<file path="src/design/cpde_pkg.sv">
// ---------------------------------------------------------------------------
// cpde_pkg: shared types and constants for the circle point/derivative block
// Holds the CORDIC widths and arctangent table, the register index codes,
// and the record passed from the CORDIC pipeline to the combine pipeline.
// ---------------------------------------------------------------------------
`default_nettype none

package cpde_pkg;

  // CORDIC datapath widths: x/y in signed Q30 with headroom, z in 2^-32 turn.
  localparam int CORD_W    = 34;
  localparam int Z_W       = 33;
  // Folded and clamped cos/sin, range [-2^30, 2^30].
  localparam int TRIG_W    = 32;
  localparam int FRAC_BITS = 30;
  localparam int ORDER_W   = 8;
  localparam int CFG_IDX_W = 3;
  localparam int NUM_AXES  = 3;
  localparam int ATAN_N    = 32;

  localparam logic signed [CORD_W-1:0] GAIN_Q30    = 34'sd652032874;
  localparam logic signed [CORD_W-1:0] Q30_ONE     = 34'sd1073741824;
  localparam logic signed [CORD_W-1:0] Q30_NEG_ONE = -34'sd1073741824;

  // atan(2^-i) in units of 2^-32 turn.
  localparam logic [31:0] ATAN_TURN32 [ATAN_N] = '{
    32'h20000000, 32'h12E4051D, 32'h09FB385B, 32'h051111D4, 32'h028B0D43, 32'h0145D7E1,
    32'h00A2F61E, 32'h00517C55, 32'h0028BE53, 32'h00145F2E, 32'h000A2F98, 32'h000517CC,
    32'h00028BE6, 32'h000145F3, 32'h0000A2F9, 32'h0000517C, 32'h000028BE, 32'h0000145F,
    32'h00000A2F, 32'h00000517, 32'h0000028B, 32'h00000145, 32'h000000A2, 32'h00000051,
    32'h00000028, 32'h00000014, 32'h0000000A, 32'h00000005, 32'h00000002, 32'h00000001,
    32'h00000000, 32'h00000000
  };

  // Configuration register indexes.
  typedef enum logic [CFG_IDX_W-1:0] {
    REG_CENTER  = 3'd0,
    REG_XAXIS_X = 3'd1,
    REG_XAXIS_Y = 3'd2,
    REG_XAXIS_Z = 3'd3,
    REG_YAXIS_X = 3'd4,
    REG_YAXIS_Y = 3'd5,
    REG_YAXIS_Z = 3'd6
  } cfg_reg_t;

  // Quadrant of the angle (top two bits of the turn fraction).
  typedef enum logic [1:0] {
    QUAD_0 = 2'd0,
    QUAD_1 = 2'd1,
    QUAD_2 = 2'd2,
    QUAD_3 = 2'd3
  } quad_t;

  // Derivative phase, (n-1) mod 4.
  typedef enum logic [1:0] {
    PHASE_0 = 2'd0,
    PHASE_1 = 2'd1,
    PHASE_2 = 2'd2,
    PHASE_3 = 2'd3
  } phase_t;

  // Result of the rotation pipeline, before quadrant folding.
  typedef struct packed {
    logic signed [CORD_W-1:0] x;
    logic signed [CORD_W-1:0] y;
    quad_t                    quad;
    logic [ORDER_W-1:0]       order;
  } cord_res_t;

endpackage

`default_nettype wire

</file>
<file path="src/design/cpde_cordic.sv">
// ---------------------------------------------------------------------------
// cpde_cordic: pipelined rotation-mode CORDIC
// Stage 0 splits the angle into quadrant and residual and loads the gain;
// each further stage performs one micro-rotation.
// ---------------------------------------------------------------------------
`default_nettype none

module cpde_cordic #(
  parameter int ANGLE_BITS  = 16,
  parameter int TRIG_STAGES = 16
) (
  input  logic                            clk,
  input  logic                            rst_n,
  input  logic                            in_valid,
  output logic                            in_ready,
  input  logic [ANGLE_BITS-1:0]           in_angle,
  input  logic [cpde_pkg::ORDER_W-1:0]    in_order,
  output logic                            res_valid,
  input  logic                            res_ready,
  output cpde_pkg::cord_res_t             res
);
  import cpde_pkg::*;

  localparam int NS = TRIG_STAGES + 1;

  logic signed [CORD_W-1:0] x_r   [NS];
  logic signed [CORD_W-1:0] y_r   [NS];
  logic signed [Z_W-1:0]    z_r   [NS];
  quad_t                    quad_r  [NS];
  logic [ORDER_W-1:0]       order_r [NS];
  logic signed [CORD_W-1:0] x_nxt [NS];
  logic signed [CORD_W-1:0] y_nxt [NS];
  logic signed [Z_W-1:0]    z_nxt [NS];
  quad_t                    quad_nxt  [NS];
  logic [ORDER_W-1:0]       order_nxt [NS];
  logic [TRIG_STAGES:0]     v_r;
  logic [TRIG_STAGES:0]     rdy;
  logic [Z_W-1:0]           resid;

  // A stage takes a new beat when it is empty or its contents move on.
  always_comb begin
    rdy[TRIG_STAGES] = !v_r[TRIG_STAGES] || res_ready;
    for (int k = TRIG_STAGES - 1; k >= 0; k--) begin
      rdy[k] = !v_r[k] || rdy[k+1];
    end
  end

  // Angle decode and the micro-rotations.
  always_comb begin
    resid        = Z_W'(in_angle[ANGLE_BITS-3:0]);
    x_nxt[0]     = GAIN_Q30;
    y_nxt[0]     = '0;
    z_nxt[0]     = resid << (32 - ANGLE_BITS);
    quad_nxt[0]  = quad_t'(in_angle[ANGLE_BITS-1 -: 2]);
    order_nxt[0] = in_order;
    for (int k = 1; k < NS; k++) begin
      if (!z_r[k-1][Z_W-1]) begin
        x_nxt[k] = x_r[k-1] - (y_r[k-1] >>> (k - 1));
        y_nxt[k] = y_r[k-1] + (x_r[k-1] >>> (k - 1));
        z_nxt[k] = z_r[k-1] - Z_W'(ATAN_TURN32[k-1]);
      end else begin
        x_nxt[k] = x_r[k-1] + (y_r[k-1] >>> (k - 1));
        y_nxt[k] = y_r[k-1] - (x_r[k-1] >>> (k - 1));
        z_nxt[k] = z_r[k-1] + Z_W'(ATAN_TURN32[k-1]);
      end
      quad_nxt[k]  = quad_r[k-1];
      order_nxt[k] = order_r[k-1];
    end
  end

  // Valid bits travel with the data.
  always_ff @(posedge clk) begin
    if (!rst_n) begin
      v_r <= '0;
    end else begin
      if (rdy[0]) begin
        v_r[0] <= in_valid;
      end
      for (int k = 1; k < NS; k++) begin
        if (rdy[k]) begin
          v_r[k] <= v_r[k-1];
        end
      end
    end
  end

  // Stage payload registers.
  always_ff @(posedge clk) begin
    for (int k = 0; k < NS; k++) begin
      if (rdy[k]) begin
        x_r[k]     <= x_nxt[k];
        y_r[k]     <= y_nxt[k];
        z_r[k]     <= z_nxt[k];
        quad_r[k]  <= quad_nxt[k];
        order_r[k] <= order_nxt[k];
      end
    end
  end

  assign in_ready  = rdy[0];
  assign res_valid = v_r[TRIG_STAGES];
  assign res.x     = x_r[TRIG_STAGES];
  assign res.y     = y_r[TRIG_STAGES];
  assign res.quad  = quad_r[TRIG_STAGES];
  assign res.order = order_r[TRIG_STAGES];

`ifndef SYNTHESIS
  // Input back-pressure only appears when every rotation stage is occupied.
  a_full_when_blocked: assert property (@(posedge clk) disable iff (!rst_n)
    !in_ready |-> (&v_r))
    else $error("cordic pipeline refused a beat while a stage was empty");
`endif

endmodule

`default_nettype wire

</file>
<file path="config.mk">
export PLATFORM = sky130hd
export DESIGN_NAME = cpde_cordic
export DESIGN_NICKNAME = d
export VERILOG_FILES = /design/src/design/cpde_pkg.sv /design/src/design/cpde_cordic.sv
export SDC_FILE = /design/constraint.sdc
export NUM_CORES = 2
export LEC_CHECK = 0
export ABC_CLOCK_PERIOD_IN_PS = 12130
export BUFFER_PORTS_ARGS = -buffer_cell sky130_fd_sc_hd__buf_2
export CORE_MARGIN = 1.5
export CORE_UTILIZATION = 67
export CTS_CLUSTER_SIZE = 24
export DETAILED_ROUTE_END_ITERATION = 8
export PLACE_DENSITY_LB_ADDON = 0.08
export SETUP_SLACK_MARGIN = 0.4
export SYNTH_ARGS = -nofsm -noshare
export SYNTH_HDL_FRONTEND = slang
export SYNTH_SLANG_ARGS = --single-unit
</file>
<file path="constraint.sdc">
create_clock -name clk -period 12.13 [get_ports clk]
set_input_delay 2.426 -clock clk [delete_from_list [all_inputs] [get_ports clk]]
set_output_delay 2.426 -clock clk [all_outputs]
set_load 0.03 [all_outputs]
</file>
; ---- Word-level counts from Yosys, hierarchy flattened
; Memories as Yosys holds them, arrays and structs flattened.
; Cells that the tools add are included.
[op_classes]
addsub = 95
n_mul = 0
div = 0
order_cmp = 0
n_eq_ne = 0
shift = 0
muxes = 82
bitwise_logic = 0
reduce_logical = 34
[op_table]
columns = op, count
row1 = 34-bit 2-to-1 mux, 32
row2 = 33-bit 2-to-1 mux, 16
row3 = 34-bit by 19-bit adder with 34-bit output, 2
row4 = 34-bit by 20-bit adder with 34-bit output, 2
row5 = 34-bit by 21-bit adder with 34-bit output, 2
row6 = 34-bit by 22-bit adder with 34-bit output, 2
row7 = 34-bit by 23-bit adder with 34-bit output, 2
row8 = 34-bit by 24-bit adder with 34-bit output, 2
row9 = 34-bit by 25-bit adder with 34-bit output, 2
row10 = 34-bit by 26-bit adder with 34-bit output, 2
row11 = 34-bit by 27-bit adder with 34-bit output, 2
row12 = 34-bit by 28-bit adder with 34-bit output, 2
row13 = 34-bit by 29-bit adder with 34-bit output, 2
row14 = 34-bit by 30-bit adder with 34-bit output, 2
row15 = 34-bit by 31-bit adder with 34-bit output, 2
row16 = 34-bit by 32-bit adder with 34-bit output, 2
row17 = 34-bit by 33-bit adder with 34-bit output, 2
row18 = 34-bit by 19-bit subtractor with 34-bit output, 2
row19 = 34-bit by 20-bit subtractor with 34-bit output, 2
row20 = 34-bit by 21-bit subtractor with 34-bit output, 2
row21 = 34-bit by 22-bit subtractor with 34-bit output, 2
row22 = 34-bit by 23-bit subtractor with 34-bit output, 2
row23 = 34-bit by 24-bit subtractor with 34-bit output, 2
row24 = 34-bit by 25-bit subtractor with 34-bit output, 2
row25 = other kinds (45), 119
[word_totals]
register_bits = 17
latch_bits = 0
ramBits = 1887
mem_bits_ro = 0
inputBits = 28
output_inout_bits = 80
n_memories = 5
[mem_list]
columns = memory, words, word_bits, read_ports, rd_clocked_by_memory_dff, write_ports, line_no
row1 = x_r, 17, 34, 17, 0, 17, cpde_cordic.sv:26  ; logic signed [CORD_W-1:0] x_r [NS];
row2 = y_r, 17, 34, 17, 0, 17, cpde_cordic.sv:27  ; logic signed [CORD_W-1:0] y_r [NS];
row3 = z_r, 17, 33, 16, 0, 17, cpde_cordic.sv:28  ; logic signed [Z_W-1:0] z_r [NS];
row4 = order_r, 17, 8, 17, 0, 17, cpde_cordic.sv:30  ; logic [ORDER_W-1:0] order_r [NS];
row5 = quad_r, 17, 2, 17, 0, 17, cpde_cordic.sv:29  ; quad_t quad_r [NS];

; ---- Depth between registers and ports, before layout
[logic_depth]
ltp_word = 20
ltp_mapped = 23

; ---- Worst setup path after synthesis
; Ideal clock, no wire load.
[synth_timing]
path_kind = input to output
from = input port res_ready
to = output port in_ready
arrival_ns = 6.382
t_required_ns = 9.704
setup_slack_ns = 3.322
stages = 10
n_path_buf = 0
path_cell_list = nor2b_1 > inv_1 > nor2_1 > and3_1 > and3_1 > and2_1 > and3_1 > and2_1 > and3_1 > nand3_1
[synth_between]
elab_chain_len = 17
[synth_lines]
columns = item, line_no
row1 = from (decl), cpde_cordic.sv:19  ; input logic res_ready,
row2 = 1-bit logical OR, cpde_cordic.sv:42  ; rdy[TRIG_STAGES] = !v_r[TRIG_STAGES] || res_ready;
row3 = net rdy[16], cpde_cordic.sv:37  ; logic [TRIG_STAGES:0] rdy;
row4 = 1-bit logical OR (16 in a row), cpde_cordic.sv:44  ; rdy[k] = !v_r[k] || rdy[k+1];
row5 = to (decl), cpde_cordic.sv:15  ; output logic in_ready,
; The timed path passes the listed nets, and every way through them passes these cells.

; ---- Worst setup path in the final report
; Ends and elaborated chain as after synthesis.

==> results.md <==
Clock network:
- The quantity of hold-fixing buffers added after cts is 0.
- Post-CTS timing repair inserted 0 buffers for setup.
- CTS built an H-tree with a depth of 4.
- The TritonCTS buffer count is 173.
- No sink is reached through more buffers than the 3 on the longest clock path.
- Gates resized during post-CTS repair numbered 0.
- The clock latency at the later pin of the worst-skew pair is 830 ps.
- CTS placed an instance of sky130_fd_sc_hd__clkbuf_16 at the clock tree root.
- After clock tree synthesis, the clock-pin slew on the worst setup and hold paths is 60 ps.
- The tree built by TritonCTS fans out to 1569 sinks.
- The CTS tree is done.

Floorplan:
- Row generation in the floorplan step produced 155 rows.
- In this run the count of I/O pins placed on the die edge is 108.
- The floorplan step defined a die boundary enclosing 182000 µm².
- Once the floorplan was initialized, standard cells occupied 67.5% of the core.
- Measured along the y axis, the die boundary spans 427 µm.
- The horizontal extent of the die is 427 µm.
- After floorplanning, the core was sized to cover 179000 µm².

Routing:
- For this run, design rule violations remaining after detail routing come to 0.
- In the final routed layout, each cell accounts on average for 19.9 µm.
- After detailed routing, the number of vias per cell comes to 6.29.
- In this run the remaining antenna-violating nets after routing total 0.
- The final route contains 92712 vias.
- The wire length reported by the detailed router is 293000 µm.
- The number of DRC markers in iteration 0 is 6637.
- The first-pass detailed-route iteration total is 6.

Hold path:
- The classification of the worst-slack hold path is flip-flop to flip-flop.
- The startpoint identified for the worst hold timing path is order_r[0][83]$_DFFE_PP_.

Cells and area:
- The fraction of layout instances using a drive strength above 1 is 4.49%.
- In the final layout, flip-flops and latches occupy 46900 µm².
- Once layout is complete, the utilization of the core stands at 72.3%.
- The number of fill cells is 12863.
- Compared with the post-synthesis result, the final layout area differs by 7.10%.
- The final net count is 13613.
- The area of combinational cells with multiple inputs is 70500 µm².

Logic synthesis:
- Synthesis produced 12148 cells.
- For this run, the register share of the synthesized area comes to 39.0%.
- The number of distinct standard cells referenced by the synthesized netlist is 99.
- When the netlist entered floorplanning its net count stood at 13519.
- Among all cell types in the netlist, the one instantiated most often is sky130_fd_sc_hd__edfxtp_1.
- After synthesis, the most frequently instantiated cells are sky130_fd_sc_hd__edfxtp_1, sky130_fd_sc_hd__ha_1, sky130_fd_sc_hd__a21oi_1.
- The number of synthesis warnings is 0.
- The synthesized design contains 1552 enable-type register cells.
- The top cell type by area accounts for 38.7% of the synthesized area.
- The flip-flop and latch count after synthesis is 1569.
- The most used flip-flop cell after synthesis is sky130_fd_sc_hd__edfxtp_1.
- After synthesis, the cell types taking the most area are sky130_fd_sc_hd__edfxtp_1, sky130_fd_sc_hd__ha_1, sky130_fd_sc_hd__xnor2_1.
- The synthesized cell area is 121000 µm².
- After synthesis, the mean cell area works out to 9.92 µm².
- The fraction of synthesis flops using an asynchronous set or reset pin is 0%.
- sky130_fd_sc_hd__edfxtp_1 takes more of the synthesized area than any other cell.

Worst setup path:
- The signal arrival time at the worst endpoint is 6350 ps.
- The endpoint required time on the critical path is 9700 ps.
- The largest individual stage delay along the critical path comes from the cell sky130_fd_sc_hd__nor2_1.
- The type of origin of the critical path is an input pin.
- In this run the worst path has a maximum fanout of 26.
- The maximum cell stage delay along the critical path is 420 ps.
- In this run the register-to-register setup slack is 5830 ps.
- Counting stages on the worst path, the most repeated cell is sky130_fd_sc_hd__and3_1.
- The critical path capture point type is an output port.
- The critical path goes through buf_2 > nor2b_1 > clkinv_2 > nor2_1 > and3_1 > and3_1 > and2_1 > and3_1 > and2_1 > and3_1 > nand3_1 > buf_4 > buf_2.
- In this run the critical register-to-register path is launched from z_r[0][395]$_DFFE_PP_.
- The setup path with the least slack is of type input pin to output port.
- The first element of the critical path is res_ready.

Timing:
- Of the available clock period, the critical path in the final layout requires 72.4%.
- The highest clock rate is 114 MHz.
- The number of failing hold endpoints at the final stage came to 0.
- The final clock skew is 33.9 ps.
- The relative slew slack is 19.2%.
- Setup violations remaining at the end of the flow were counted as 0.
- Setup total negative slack on the finished layout was measured at 0 ps.
- Setup repair after global routing left no endpoint under its margin.
- The actual slew at the worst max-slew pin is 1200 ps.
- The routed design could run at a clock period as short as 8780 ps.
- The max-slew violation total from the final report is 0.

Place:
- In this run the tool buffered the top-level ports with 107 buffer cells.
- After legalization and detailed placement, the total HPWL measured 229000 µm.
- At the end of routability-driven placement, the weighted congestion stood at 0.952.

Global route:
- Entering global routing, the biggest net connects 87 pins.
- The number of antenna violations at the first check in global routing is 3.
- The total overflow left after global routing is 0.
- The via count of the first global-routing pass is 89812.
- For this run, the total global-route usage over all layers was measured as 31.2%.
- The first global-routing pass estimated 461000 µm of wire.

Status:
- The run finished with clean final reports.

Flow run:
- The total of max-cap violations is 0.
## cells by family (layout without fill, tap and decap cells)
kind of cell	Yosys count	in the layout	synth area share [%]
compound gates	3522	3522	18.5
simple gates	3139	3139	12.5
xor+xnor	1699	1699	12.3
flops	1569	1569	39.0
fa+ha+maj	1343	1343	14.2
buf+inv	771	1001	2.62
mux	105	105	0.918
other cells	0	1	0
## placed cells by master, fill, tap and decap left out, types with 105 or more instances in the layout
cell                        count
sky130_fd_sc_hd__o21ai_0      492
sky130_fd_sc_hd__nand3_1      188
sky130_fd_sc_hd__edfxtp_1    1552
sky130_fd_sc_hd__nor3_1       330
sky130_fd_sc_hd__nand2b_1     190
sky130_fd_sc_hd__nor2b_1      176
sky130_fd_sc_hd__ha_1        1306
sky130_fd_sc_hd__a31oi_1      108
sky130_fd_sc_hd__a21oi_1     1303
sky130_fd_sc_hd__o21bai_1     143
sky130_fd_sc_hd__clkbuf_16    175
sky130_fd_sc_hd__a21o_1       568
sky130_fd_sc_hd__nor2_1      1109
sky130_fd_sc_hd__o21a_1       215
sky130_fd_sc_hd__buf_2        107
sky130_fd_sc_hd__xor2_1       570
sky130_fd_sc_hd__a211oi_1     105
sky130_fd_sc_hd__xnor2_1     1129
sky130_fd_sc_hd__inv_1        521
sky130_fd_sc_hd__nand2_1      567
## stage by stage
stage	hold WS, ps	setup WS, ps	instance area (µm²)	std cells
after CTS	413	3300	129000	14733
final	407	3350	129000	14734
after global routing	420	3060	129000	14734
after global placement	400	3450	123000	14422
after detailed placement	405	3370	123000	14422
after floorplan	400	3320	121000	12148
## flip-flops by register name (all words and copies together), names as in the netlist
register,count
y_r,477
x_r,475
z_r,430
order_r,136
quad_r,34
v_r,17
## final timing paths
check | end | cells past startpoint
worst max register to register | y_r[0][441]$_DFFE_PP_ | 16
worst max-delay path | in_ready | 13
worst min register to register | order_r[0][91]$_DFFE_PP_ | 0
worst min-delay path | order_r[0][91]$_DFFE_PP_ | 0
## final cells by class
| cell class | instances | area share, % |
|---|---|---|
| diodes | 1 | 0.00194 |
| inverters | 536 | 1.58 |
| clock buffers | 207 | 3.52 |
| multi-input cells | 9808 | 54.6 |
| flip-flops and latches | 1569 | 36.4 |
| repair buffers | 154 | 0.688 |
| clock inverters | 104 | 0.976 |
| well taps | 2355 | 2.28 |
## worst max-delay path, delay by kind of cell
family,cells,cell delay [ps]
simple gates,9,2930
buf+inv,4,970
## routing by layer
layer | share of wire [%] | global-route usage, %
met3 | 4.8 | 3.58
met4 | 4.5 | 13.7
met1 | 40 | 37.0
met5 | 0.0092 | 0
met2 | 51 | 56.8
Power is not shown: default switching activity piles up to over one toggle a cycle in this logic, so the estimate is an artifact.
