**config.mk**
```make
export PLATFORM = sky130hd
export DESIGN_NAME = cpde_cfg
export DESIGN_NICKNAME = d
export VERILOG_FILES = /design/src/design/cpde_pkg.sv /design/src/design/cpde_cfg.sv
export SDC_FILE = /design/constraint.sdc
export NUM_CORES = 1
export LEC_CHECK = 0
export BUFFER_PORTS_ARGS = -buffer_cell sky130_fd_sc_hd__buf_2
export CAP_MARGIN = 40
export CORE_MARGIN = 8
export CORE_UTILIZATION = 40
export CTS_CLUSTER_SIZE = 24
export DETAILED_ROUTE_END_ITERATION = 7
export PLACE_DENSITY = 0.7
export SLEW_MARGIN = 30
export SYNTH_ARGS = -nofsm -noshare
export SYNTH_HDL_FRONTEND = slang
export SYNTH_SLANG_ARGS = --single-unit
```
**constraint.sdc**
```tcl
create_clock -name clk -period 2.7 [get_ports clk]
set_clock_uncertainty 0.05 [all_clocks]
set_input_delay 0.27 -clock clk [delete_from_list [all_inputs] [get_ports clk]]
set_output_delay 0.27 -clock clk [all_outputs]
set_load 0.03 [all_outputs]
```
**src/design/cpde_pkg.sv**
```systemverilog
// ---------------------------------------------------------------------------
// cpde_pkg: shared types and constants for the circle point/derivative block
// Holds the CORDIC widths and arctangent table, the register index codes,
// and the record passed from the CORDIC pipeline to the combine pipeline.
// ---------------------------------------------------------------------------
`default_nettype none

package cpde_pkg;

  // CORDIC datapath widths: x/y in signed Q30 with headroom, z in 2^-32 turn.
  localparam int CORD_W    = 34;
  localparam int Z_W       = 33;
  // Folded and clamped cos/sin, range [-2^30, 2^30].
  localparam int TRIG_W    = 32;
  localparam int FRAC_BITS = 30;
  localparam int ORDER_W   = 8;
  localparam int CFG_IDX_W = 3;
  localparam int NUM_AXES  = 3;
  localparam int ATAN_N    = 32;

  localparam logic signed [CORD_W-1:0] GAIN_Q30    = 34'sd652032874;
  localparam logic signed [CORD_W-1:0] Q30_ONE     = 34'sd1073741824;
  localparam logic signed [CORD_W-1:0] Q30_NEG_ONE = -34'sd1073741824;

  // atan(2^-i) in units of 2^-32 turn.
  localparam logic [31:0] ATAN_TURN32 [ATAN_N] = '{
    32'h20000000, 32'h12E4051D, 32'h09FB385B, 32'h051111D4, 32'h028B0D43, 32'h0145D7E1,
    32'h00A2F61E, 32'h00517C55, 32'h0028BE53, 32'h00145F2E, 32'h000A2F98, 32'h000517CC,
    32'h00028BE6, 32'h000145F3, 32'h0000A2F9, 32'h0000517C, 32'h000028BE, 32'h0000145F,
    32'h00000A2F, 32'h00000517, 32'h0000028B, 32'h00000145, 32'h000000A2, 32'h00000051,
    32'h00000028, 32'h00000014, 32'h0000000A, 32'h00000005, 32'h00000002, 32'h00000001,
    32'h00000000, 32'h00000000
  };

  // Configuration register indexes.
  typedef enum logic [CFG_IDX_W-1:0] {
    REG_CENTER  = 3'd0,
    REG_XAXIS_X = 3'd1,
    REG_XAXIS_Y = 3'd2,
    REG_XAXIS_Z = 3'd3,
    REG_YAXIS_X = 3'd4,
    REG_YAXIS_Y = 3'd5,
    REG_YAXIS_Z = 3'd6
  } cfg_reg_t;

  // Quadrant of the angle (top two bits of the turn fraction).
  typedef enum logic [1:0] {
    QUAD_0 = 2'd0,
    QUAD_1 = 2'd1,
    QUAD_2 = 2'd2,
    QUAD_3 = 2'd3
  } quad_t;

  // Derivative phase, (n-1) mod 4.
  typedef enum logic [1:0] {
    PHASE_0 = 2'd0,
    PHASE_1 = 2'd1,
    PHASE_2 = 2'd2,
    PHASE_3 = 2'd3
  } phase_t;

  // Result of the rotation pipeline, before quadrant folding.
  typedef struct packed {
    logic signed [CORD_W-1:0] x;
    logic signed [CORD_W-1:0] y;
    quad_t                    quad;
    logic [ORDER_W-1:0]       order;
  } cord_res_t;

endpackage

`default_nettype wire

```
**src/design/cpde_cfg.sv**
```systemverilog
// ---------------------------------------------------------------------------
// cpde_cfg: configuration registers
// Holds the packed center and the two radius-scaled axis vectors, and
// unpacks the center into signed coordinates.
// ---------------------------------------------------------------------------
`default_nettype none

module cpde_cfg #(
  parameter int COORD_BITS = 20
) (
  input  logic                                clk,
  input  logic                                rst_n,
  input  logic                                cfg_we,
  input  logic [cpde_pkg::CFG_IDX_W-1:0]      cfg_index,
  input  logic [3*COORD_BITS-1:0]             cfg_data,
  output logic signed [COORD_BITS-1:0]        center [cpde_pkg::NUM_AXES],
  output logic signed [COORD_BITS-1:0]        xaxis  [cpde_pkg::NUM_AXES],
  output logic signed [COORD_BITS-1:0]        yaxis  [cpde_pkg::NUM_AXES]
);
  import cpde_pkg::*;

  localparam int CFG_W  = 3 * COORD_BITS;
  // Center bits beyond a 64-bit word always read as zero.
  localparam int KEEP_W = (CFG_W > 64) ? 64 : CFG_W;
  localparam logic [CFG_W-1:0] KEEP_MASK = ~({CFG_W{1'b1}} << KEEP_W);

  logic [CFG_W-1:0]             center_r;
  logic signed [COORD_BITS-1:0] xax_r [NUM_AXES];
  logic signed [COORD_BITS-1:0] yax_r [NUM_AXES];

  // Register writes; an index outside the list is dropped.
  always_ff @(posedge clk) begin
    if (!rst_n) begin
      center_r <= '0;
      for (int k = 0; k < NUM_AXES; k++) begin
        xax_r[k] <= '0;
        yax_r[k] <= '0;
      end
    end else if (cfg_we) begin
      unique case (cfg_index)
        REG_CENTER:  center_r <= cfg_data & KEEP_MASK;
        REG_XAXIS_X: xax_r[0] <= cfg_data[COORD_BITS-1:0];
        REG_XAXIS_Y: xax_r[1] <= cfg_data[COORD_BITS-1:0];
        REG_XAXIS_Z: xax_r[2] <= cfg_data[COORD_BITS-1:0];
        REG_YAXIS_X: yax_r[0] <= cfg_data[COORD_BITS-1:0];
        REG_YAXIS_Y: yax_r[1] <= cfg_data[COORD_BITS-1:0];
        REG_YAXIS_Z: yax_r[2] <= cfg_data[COORD_BITS-1:0];
        default: ;
      endcase
    end
  end

  // Unpack the center, x in the lowest bits.
  always_comb begin
    for (int k = 0; k < NUM_AXES; k++) begin
      center[k] = center_r[k*COORD_BITS +: COORD_BITS];
      xaxis[k]  = xax_r[k];
      yaxis[k]  = yax_r[k];
    end
  end

endmodule

`default_nettype wire

```
Word-level counts from Yosys, hierarchy flattened
Memories as Yosys holds them, arrays and structs flattened.
Cells that the tools add are included.
- memories kept: 2
- RAM bits: 120
- bits in registers: 60
- input bits: 66
- word-level logic and storage cells: 48
- memory list (name ; words ; bits a word ; read ports ; clocked after Yosys merged registers in ; wr ports ; RTL line ; RTL):
    xax_r ; 3 ; 20 ; 3 ; 0 ; 3 ; cpde_cfg.sv:28 ; logic signed [COORD_BITS-1:0] xax_r [NUM_AXES];
    yax_r ; 3 ; 20 ; 3 ; 0 ; 3 ; cpde_cfg.sv:29 ; logic signed [COORD_BITS-1:0] yax_r [NUM_AXES];
- reductions and logical operators: 2
- bitwise logic cells: 6
- equal/unequal tests: 6
- mux-type cells: 31
- operators with widths (cell ; number):
    $mux 20 ; 6
    $mux 1 ; 25
    $eq 3x3->1 const B ; 3
    $eq 3x2->1 const B ; 2
    $or 1x1->1 ; 6
    $eq 3x1->1 const B ; 1
    $logic_not 3->1 ; 1
    $reduce_and 2->1 ; 1

Depth between registers and ports, before layout
Gate-level depths: netlist (run 1).
- depth after elaboration: 6
- gate-level depth with buffers: 5
- gate-level depth less buffers: 2

Least setup slack after synthesis (run 1)
No wires, ideal clock.
- path type: input port to flip-flop
- from: input port cfg_index[2] (netlist name)
- to: memory xax_r[1][0], in the netlist xax_r[0][20], enable pin
- cell stages on the path: 3
- slack: 157 ps
- arrival: 2068 ps
- cell sequence: buf_6 or2b_1 o21ai_0
- RTL lines (element ; RTL line ; RTL):
    start: declaration ; cpde_cfg.sv:14 ; input logic [cpde_pkg::CFG_IDX_W-1:0] cfg_index,
    end: declaration ; cpde_cfg.sv:28 ;

==> results.cfg, run 1 <==
[setup_path]
worstSetupPathType = in2reg
crit_chain = buf_2 -> nand2b_1 -> o21ai_2 -> buf_4
cp_slowest_stage_delay_ns = 0.47
required_ns = 2.75
arrival_ns = 1.75
cp_max_fo = 26
startpoint_type = primary input
slowest_stage = o21ai_2
endpoint_kind = register

[drt]
drtAntennaViolNets = 0
viasPerCell = 4.716
via_count = 4353
first_pass_iters = 4
drc = 0
drt_iter0_markers = 280
routed_wirelength_mm = 16.99
routedWlPerCell_um = 18.40

[sta]
slew_headroom_pct = 61.09
finalSetupTns_ns = 0
finalSetupViolCount = 0
fin_crit_sh_pct = 62.86
min_period_ns = 1.697
finalMaxSlewViolations = 0
worstMarginPinSlew_ns = 0.5836
fmax_mhz = 589.2
grt_setup_unrepaired = false
hold_viol = 0

[floorplan]
die_area_sq_mm = 0.02055
initial_utilization_pct = 40.83
die_h_um = 143.3
row_count = 46
die_w_um = 143.3
io_pins = 246
core_sq_mm = 0.01589

[layout]
drive_gt1_share_pct = 41.48
fill_cells = 1380
nets = 757
area_delta_synth_final_pct = 30.90
post-route-util_pct = 53.45

[global_routing]
gr-total-overflow = 0
antenna_found_initial = 2
grt_pass1_wl_mm = 25.27
track_usage_pct = 16.35
grt_pass1_vias = 4654
grt_max_degree = 61

[power]
irDropWorstVdd_uv = 385.7
seq_power_share_pct = 49.9
power_leakage_uw = 0.003460
p_int_uw = 4672
powerDensity_mw_per_mm2 = 742.8
p_sw_uw = 1635
comb_power_share_pct = 11.9
p_sw_share_pct = 25.92
clkPwrFrac_pct = 38.1

[logic_synthesis]
ys_warn_count = 0
synth_nets = 511
syn_inst = 445
syn_area_per_cell_sq_um = 14.58
async_flop_share_pct = 0
ys_types = 17
yosysMostFrequentCell = nand2_1
synth_seq_cells = 180
synth_common_cells = nand2_1 (122), edfxtp_1 (120), dfxtp_1 (60), mux2i_1 (60), nor3b_1 (40)
synth-edff-count = 120
yosys.area.top_type = edfxtp_1
ys_top_cells_by_area = edfxtp_1 (56%), dfxtp_1 (19%), mux2i_1 (9.3%)
netlist_area_sq_mm = 0.006486
synth_top_area_share_pct = 55.56
synth_top_flop_cell = edfxtp_1
synth_seq_area_share_pct = 74.07

[outcome]
status = finished clean

[clock_network]
clockBufferDepth = 2
cts-root-buf = clkbuf_16
path_clk_slew_ns = 0.07
cts-resized-gates = 0
cts_setup_buffers = 0
cts_buffers = 17
insertion_delay_ns = 0.41
hold_buffers = 0
cts.sinks = 180
cts_tree = built
h-tree-depth = 4

[run]
maxCapViolations = 0

[placement]
gp_congestion = 0.8828
dp_hpwl_mm = 12.72
io_buffers = 245

[min_path]
hold_class = in2reg
critical path, delay by kind of cell:
family	cells	cell delay (ns)
AOI/OAI and AO/OA	1	0.47
buffers and inverters	2	0.78
and+or+nand+nor	1	0.20
path summary, 6_finish.rpt:
kind,from,endpoint,slack [ns],cells after the start
setup / recovery,cfg_index[2],yax_r[0][18]$_DFFE_PP_,1.00,4
hold / removal,cfg_data[28],center_r[28]$_SDFFE_PN0P_,0.05,3
setup reg to reg,center_r[1]$_SDFFE_PN0P_,center_r[1]$_SDFFE_PN0P_,2.04,2
hold reg to reg,center_r[43]$_SDFFE_PN0P_,center_r[43]$_SDFFE_PN0P_,0.40,2
flip-flops by register name, summed over array words and instances (netlist names):
signal and cells:
yax_r 60, xax_r 60, center_r 60
layout make-up:
cell class,instances,area (sq um),area share (%)
Multi-Input combinational cell,235,1486,17.51
Timing Repair Buffer,257,1343,15.81
Clock inverter,13,146.4,1.724
Tap cell,216,270.3,3.183
Antenna cell,3,7.507,0.08842
Clock buffer,19,432.9,5.099
Sequential cell,180,4805,56.59
kinds of logic after synthesis:
logic type | share of synthesized area [%]
AOI/OAI and AO/OA | 0.6173
buffers and inverters | 3.511
DFF | 74.07
muxes | 9.259
and+or+nand+nor | 12.54
per-stage QoR:
stage,setup slack [ns],hold WS (ns),std cells,instance area [sq um],power [uW]
global route,0.8588,0.04136,922,8488,6512
finish,1.003,0.04925,923,8491,6307
floorplan,0.1573,0.3622,445,6486,3688
CTS,1.039,0.02090,919,8472,6365
detailed placement,0.5959,0.3950,887,7893,3971
global placement,0.4403,0.3899,886,7878,3957
power by group through the flow:
| stage | logic (uW) | registers (uW) | clock network, uW |
|---|---|---|---|
| after floorplan | 156 | 3530 | 0 |
| after global placement | 747 | 3210 | 0 |
| after detailed placement | 758 | 3210 | 0 |
| after CTS | 759 | 3150 | 2450 |
| after global routing | 789 | 3160 | 2560 |
| final | 751 | 3150 | 2410 |
placed cells by master (no fill, tap or decap):
cell	synthesis	routed
bufinv_16	0	2
buf_2	2	244
or2b_1	1	1
nand2b_1	2	2
clkinvlp_4	0	2
clkinv_1	0	2
inv_6	0	4
clkbuf_1	20	2
edfxtp_1	120	120
and2_1	1	1
buf_6	2	1
clkbuf_16	0	17
mux2i_1	60	60
nor4b_4	1	1
buf_12	6	1
o21ai_2	0	5
o31ai_4	0	1
nor3b_1	40	40
dfxtp_1	60	60
nand2_1	122	122
buf_4	0	10
buf_8	0	1
clkinv_4	0	2
diode_2	0	3
inv_8	0	1
o211ai_1	1	1
nand3_1	1	1
routing by layer:
metal | vias to the layer above | routed length (um) | track usage (%) | share of wire, %
met4 | 0 | 527 | 9.851 | 3.1
met1 | 2057 | 6425 | 17.64 | 38
met2 | 209 | 8559 | 28.20 | 50
li1 | 2056 | - | - | -
met5 | - | 0 | 0 | 0
met3 | 31 | 1473 | 4.512 | 8.7
(Power assumes the default switching activity.)
==> run 2: changes to the inputs <==
--- a/config.mk
+++ b/config.mk
@@ -11,7 +11,7 @@
 export CORE_UTILIZATION = 40
 export CTS_CLUSTER_SIZE = 24
 export DETAILED_ROUTE_END_ITERATION = 7
-export PLACE_DENSITY = 0.7
+export PLACE_DENSITY = 0.67
 export SLEW_MARGIN = 30
 export SYNTH_ARGS = -nofsm -noshare
 export SYNTH_HDL_FRONTEND = slang
==> constraint.sdc (replaced) <==
create_clock -name clk -period 1.6 [get_ports clk]
set_clock_uncertainty 0.05 [all_clocks]
set_input_delay 0.16 -clock clk [delete_from_list [all_inputs] [get_ports clk]]
set_output_delay 0.16 -clock clk [all_outputs]
set_load 0.03 [all_outputs]
==> run 2 against run 1 <==
Compared with the run above: first-iteration DRC count fell by 4.3%; register-to-register slack got worse by 1.2 ns; critical path depth decreased by 3; combinational power up 90%; largest cell class unchanged; die area stayed put.
==> results.cfg, run 2 (synthesis results as in run 1) <==
[setup_path]
crit_chain = buf_2
r2r_setup_slack_ns = 0.88
arrival_ns = 1.01
slowest_stage = edfxtp_1
startpoint_type = register
worstSetupPathType = reg2out
crit_buf_inv = 1
endpoint_kind = output pin
cpLargestDelayFamily = flip-flops
cp_slowest_stage_delay_ns = 0.40
cp_max_fo = 1
required_ns = 1.39

[clock_network]
path_clk_slew_ns = 0.06
cts_buffers = 17
cts_tree = built
insertion_delay_ns = 0.41
cts-root-buf = clkbuf_16
cts.sinks = 180
clockBufferDepth = 2
h-tree-depth = 4
cts_setup_buffers = 0

[placement]
dp_slack_ns = 0.1337
gp_congestion = 0.7885
io_buffers = 245
dp_hpwl_mm = 12.73

[sta]
slew_headroom_pct = 70.81
min_period_ns = 1.224
worstMarginPinSlew_ns = 0.4369
grt_setup_unrepaired = false
fmax_mhz = 816.8
finalSetupViolCount = 0
finalSetupTns_ns = 0
worst_slack_ns = 0.3758
fin_crit_sh_pct = 76.51
hold_viol = 0
finalMaxSlewViolations = 0

[layout]
drive_gt1_share_pct = 38.65
reg.largest.list = center_r: 60 flops, xax_r: 60 flops, yax_r: 60 flops
final_cell_mix = buf_2 (244), nand2_1 (122), edfxtp_1 (120)
mostFrequentLayoutCell = buf_2
nets = 824
area_delta_synth_final_pct = 41.76

[floorplan]
initial_utilization_pct = 40.83
die_w_um = 143.3
row_count = 46
io_pins = 246
die_h_um = 143.3
core_sq_mm = 0.01589
die_area_sq_mm = 0.02055

[outcome]
status = finished clean

[global_routing]
gr-total-overflow = 0
grt_pass1_vias = 4876
grt_max_degree = 103
track_usage_pct = 17.31
antenna_found_initial = 1
grt_pass1_wl_mm = 26.75

[drt]
via_count = 4699
first_pass_iters = 5
routedWlPerCell_um = 18.27
drt_iter0_markers = 268
viasPerCell = 4.756
routed_wirelength_mm = 18.05
drtAntennaViolNets = 0
drc = 0

[power]
power_leakage_uw = 0.003765
powerDensity_mw_per_mm2 = 1169
total_power_uw = 10740
irDropWorstVdd_uv = 628.7

[run]
maxCapViolations = 0

[min_path]
hold_class = in2reg
==> run 2: cell count changes in the layout (fill, tap and decap cells not counted), sizes merged <==
cell / change
buf: +7
clkbuf: +2
clkinv: -1
clkinvlp: +1
diode: -2
dlygate4sd3: +60
inv: -2
==> run 2: worst paths after layout <==
path                                                 from                   endpoint  cells after the start
worst max register to register  center_r[10]$_SDFFE_PN0P_  center_r[10]$_SDFFE_PN0P_                      2
worst max-delay path               xax_r[0][19]$_DFFE_PP_                  xaxis[59]                      1
worst min register to register  center_r[53]$_SDFFE_PN0P_  center_r[53]$_SDFFE_PN0P_                      2
worst min-delay path                         cfg_index[2]      xax_r[0][1]$_DFFE_PP_                      2
==> run 2: layer usage <==
layer / track usage, % / share of wire (%) / vias up
met5: 0 / 0 / -
met2: 29.85 / 50 / 250
li1: - / - / 2191
met1: 19.18 / 38 / 2216
met3: 4.214 / 9.0 / 42
met4: 10.07 / 3.6 / 0
==> run 2: per-stage QoR <==
step	hold slack [ns]	std cells	instance area, sq um	utilization (%)
final	0.1995	988	9195	57.88
after floorplan	0.2522	445	6502	-
after global placement	0.3554	895	8020	50.49
after detailed placement	0.3658	895	8020	50.49
after CTS	0.1813	987	9193	57.87
after global routing	0.2083	988	9195	57.88
==> run 2: cell type report <==
cell class	instances	area, sq um
tap	216	270.3
multi-input combinational	235	1486
clock inverter	11	131.4
clock buffer	21	440.4
sequential	180	4805
timing repair buffer	324	2059
antenna	1	2.502
fill	1272	6690
==> run 2: timing repair <==
action / CTS / global route
hold endpoints to repair: 60 / 0
gates resized for setup: 0 / 0
hold buffers: 60 / 0
==> run 2: power breakdown <==
group	switching [uW]	internal, uW	total [uW]
clock	1680	2320	4010
sequential	84.5	5230	5310
combinational	972	455	1430
total	2740	8000	10700
==> run 3: changes to the inputs <==
--- a/config.mk
+++ b/config.mk
@@ -5,6 +5,7 @@
 export SDC_FILE = /design/constraint.sdc
 export NUM_CORES = 1
 export LEC_CHECK = 0
+export ABC_AREA = 1
 export BUFFER_PORTS_ARGS = -buffer_cell sky130_fd_sc_hd__buf_2
 export CAP_MARGIN = 40
 export CORE_MARGIN = 8
==> constraint.sdc (replaced) <==
create_clock -name clk -period 1.2 [get_ports clk]
set_clock_uncertainty 0.05 [all_clocks]
set_input_delay 0.12 -clock clk [delete_from_list [all_inputs] [get_ports clk]]
set_output_delay 0.12 -clock clk [all_outputs]
set_load 0.03 [all_outputs]
==> run 3 against run 2 <==
Compared with the run above: sequential power grew 34%; power is 36% higher; combinational power rose by 56%; highest routed layer is now met5; clock power increased by 31%; wire length rose by 1.3%.
==> results.cfg, run 3 <==
[logic_synthesis]
synth_top_area_share_pct = 54.88
netlist_area_sq_mm = 0.006566
yosysMostFrequentCell = edfxtp_1
synth_nets = 646
synth_seq_area_share_pct = 73.17
ys_warn_count = 0
synth_common_cells = edfxtp_1 (120), nor2_1 (102), nand2_1 (70), inv_1 (65), nand3_1 (62)
syn_inst = 580
ys_types = 14
synth_seq_cells = 180
synth_top_flop_cell = edfxtp_1
syn_area_per_cell_sq_um = 11.32
yosys.area.top_type = edfxtp_1
async_flop_share_pct = 0
ys_top_cells_by_area = edfxtp_1 (55%), dfxtp_1 (18%), nor2_1 (5.8%)
synth-edff-count = 120

[floorplan]
die_h_um = 144.1
die_area_sq_mm = 0.02077
initial_utilization_pct = 40.31
core_sq_mm = 0.01629
row_count = 47
die_w_um = 144.1
io_pins = 246

[sta]
slew_headroom_pct = 69.89
finalSetupTns_ns = 0
finalMaxSlewViolations = 0
grt_setup_unrepaired = true
worstMarginPinSlew_ns = 0.4517
fmax_mhz = 845.5
hold_viol = 0
fin_crit_sh_pct = 98.56
finalSetupViolCount = 0
min_period_ns = 1.183
whs_ns = 0.007719

[setup_path]
crit_buf_inv = 1
slowest_stage = edfxtp_1
cpLargestDelayFamily = flip-flops
cp_max_fo = 1
arrival_ns = 1.01
endpoint_kind = output pin
required_ns = 1.03
startpoint_type = register
cp_slowest_stage_delay_ns = 0.42
worstSetupPathType = reg2out
crit_chain = buf_6

[drt]
via_count = 5129
routed_wirelength_mm = 18.28
met1Wirelength_mm = 7.160
viasPerCell = 4.612
drtAntennaViolNets = 0
wl_met3_mm = 1.868
highest_layer = met5
drc = 0
drt_iter0_markers = 355
first_pass_iters = 5
routedWlPerCell_um = 16.44
met2_length_mm = 8.971

[layout]
drive_gt1_share_pct = 35.09
antenna_cells = 0
area_delta_synth_final_pct = 44.84
final_cell_mix = buf_2 (193), edfxtp_1 (120), nor2_1 (102), nand2_1 (68), inv_1 (65)
fin_cells = 1112
mostFrequentLayoutCell = buf_2
reg.largest.list = center_r: 60 flops, xax_r: 60 flops, yax_r: 60 flops
post-route-util_pct = 58.38
nets = 945

[power]
irDropWorstVdd_uv = 898.9
powerDensity_mw_per_mm2 = 1538
power_leakage_uw = 0.004310
total_power_uw = 14630

[clock_network]
cts_tree = built
h-tree-depth = 4
path_clk_slew_ns = 0.07
clockBufferDepth = 2
cts_buffers = 17
cts-root-buf = clkbuf_16
insertion_delay_ns = 0.42
cts.sinks = 180

[global_routing]
gr-total-overflow = 0
grt_pass1_vias = 4938
grt_pass1_wl_mm = 27.17
antenna_found_initial = 1
grt_max_degree = 45
track_usage_pct = 17.51

[outcome]
status = finished clean

[run]
maxCapViolations = 0

[placement]
io_buffers = 245
dp_hpwl_mm = 12.68
dpl.cell_count = 1038
gp_congestion = 0.7413

[min_path]
hold_class = in2reg
-- run 3: cell count changes in the layout (fill, tap and decap cells not counted), moves of 4 or more --
| cell | before | now |
|---|---|---|
| buf_6 | 0 | 27 |
| inv_1 | 0 | 65 |
| nand2_1 | 122 | 68 |
| buf_2 | 244 | 193 |
| dlygate4sd3_1 | 60 | 42 |
| nor2_1 | 0 | 102 |
| mux2i_1 | 60 | 0 |
| buf_4 | 13 | 31 |
| o21ai_2 | 5 | 1 |
| a21oi_1 | 0 | 60 |
| nor3b_1 | 40 | 0 |
| buf_12 | 7 | 16 |
| nand3_1 | 1 | 62 |
| clkbuf_4 | 0 | 8 |
-- run 3: logic make-up after synthesis --
family | synth area share, %
and+or+nand+nor | 14.82
DFF | 73.17
buffers and inverters | 7.241
AOI/OAI and AO/OA | 4.764
-- run 3: final cells by class --
class | instances | area (sq um)
clock buffers | 18 | 429.2
clock inverters | 14 | 138.9
fillers | 1321 | 6779
inverters | 65 | 244.0
multi-input cells | 298 | 1314
flip-flops and latches | 180 | 4806
well taps | 220 | 275.3
repair buffers | 317 | 2303
-- run 3: path summary, 6_finish.rpt --
check	from	to	slack (ns)	depth (start not counted)
worst min register to register	center_r[30]$_SDFFE_PN0P_	center_r[30]$_SDFFE_PN0P_	0.43	2
worst max register to register	center_r[15]$_SDFFE_PN0P_	center_r[15]$_SDFFE_PN0P_	0.53	2
worst max-delay path	xax_r[0][30]$_DFFE_PP_	xaxis[30]	0.02	1
worst min-delay path	cfg_data[17]	center_r[17]$_SDFFE_PN0P_	0.008	5
-- run 3: per-stage QoR --
step	instance area, sq um	setup WS [ns]
global placement	8289	-0.04914
CTS	9354	-0.01551
detailed placement	8289	-0.07221
floorplan	6589	-0.1551
global route	9510	-0.02639
finish	9510	0.01725
-- run 3: power breakdown --
| group | switching (uW) | leakage (uW) | internal [uW] |
|---|---|---|---|
| registers | 142 | 0.00165 | 6990 |
| logic | 1460 | 0.00239 | 767 |
| clock network | 2510 | 0.000273 | 2750 |
| total | 4110 | 0.00431 | 10500 |
-- run 3: what timing repair did --
| item | in CTS | in global routing |
|---|---|---|
| resized for setup | 25 | 85 |
| setup endpoints to repair | 14 | 50 |
| hold buffers | 42 | 0 |
| hold endpoints to repair | 42 | 0 |
| cloned | 0 | 0 |
| buffers inserted | 0 | 0 |
-- run 3: per-layer routing --
metal,up-vias,global-route usage [%]
met2,225,30.17
met1,2358,19.71
li1,2522,-
met3,22,6.306
met5,-,0
met4,2,5.921
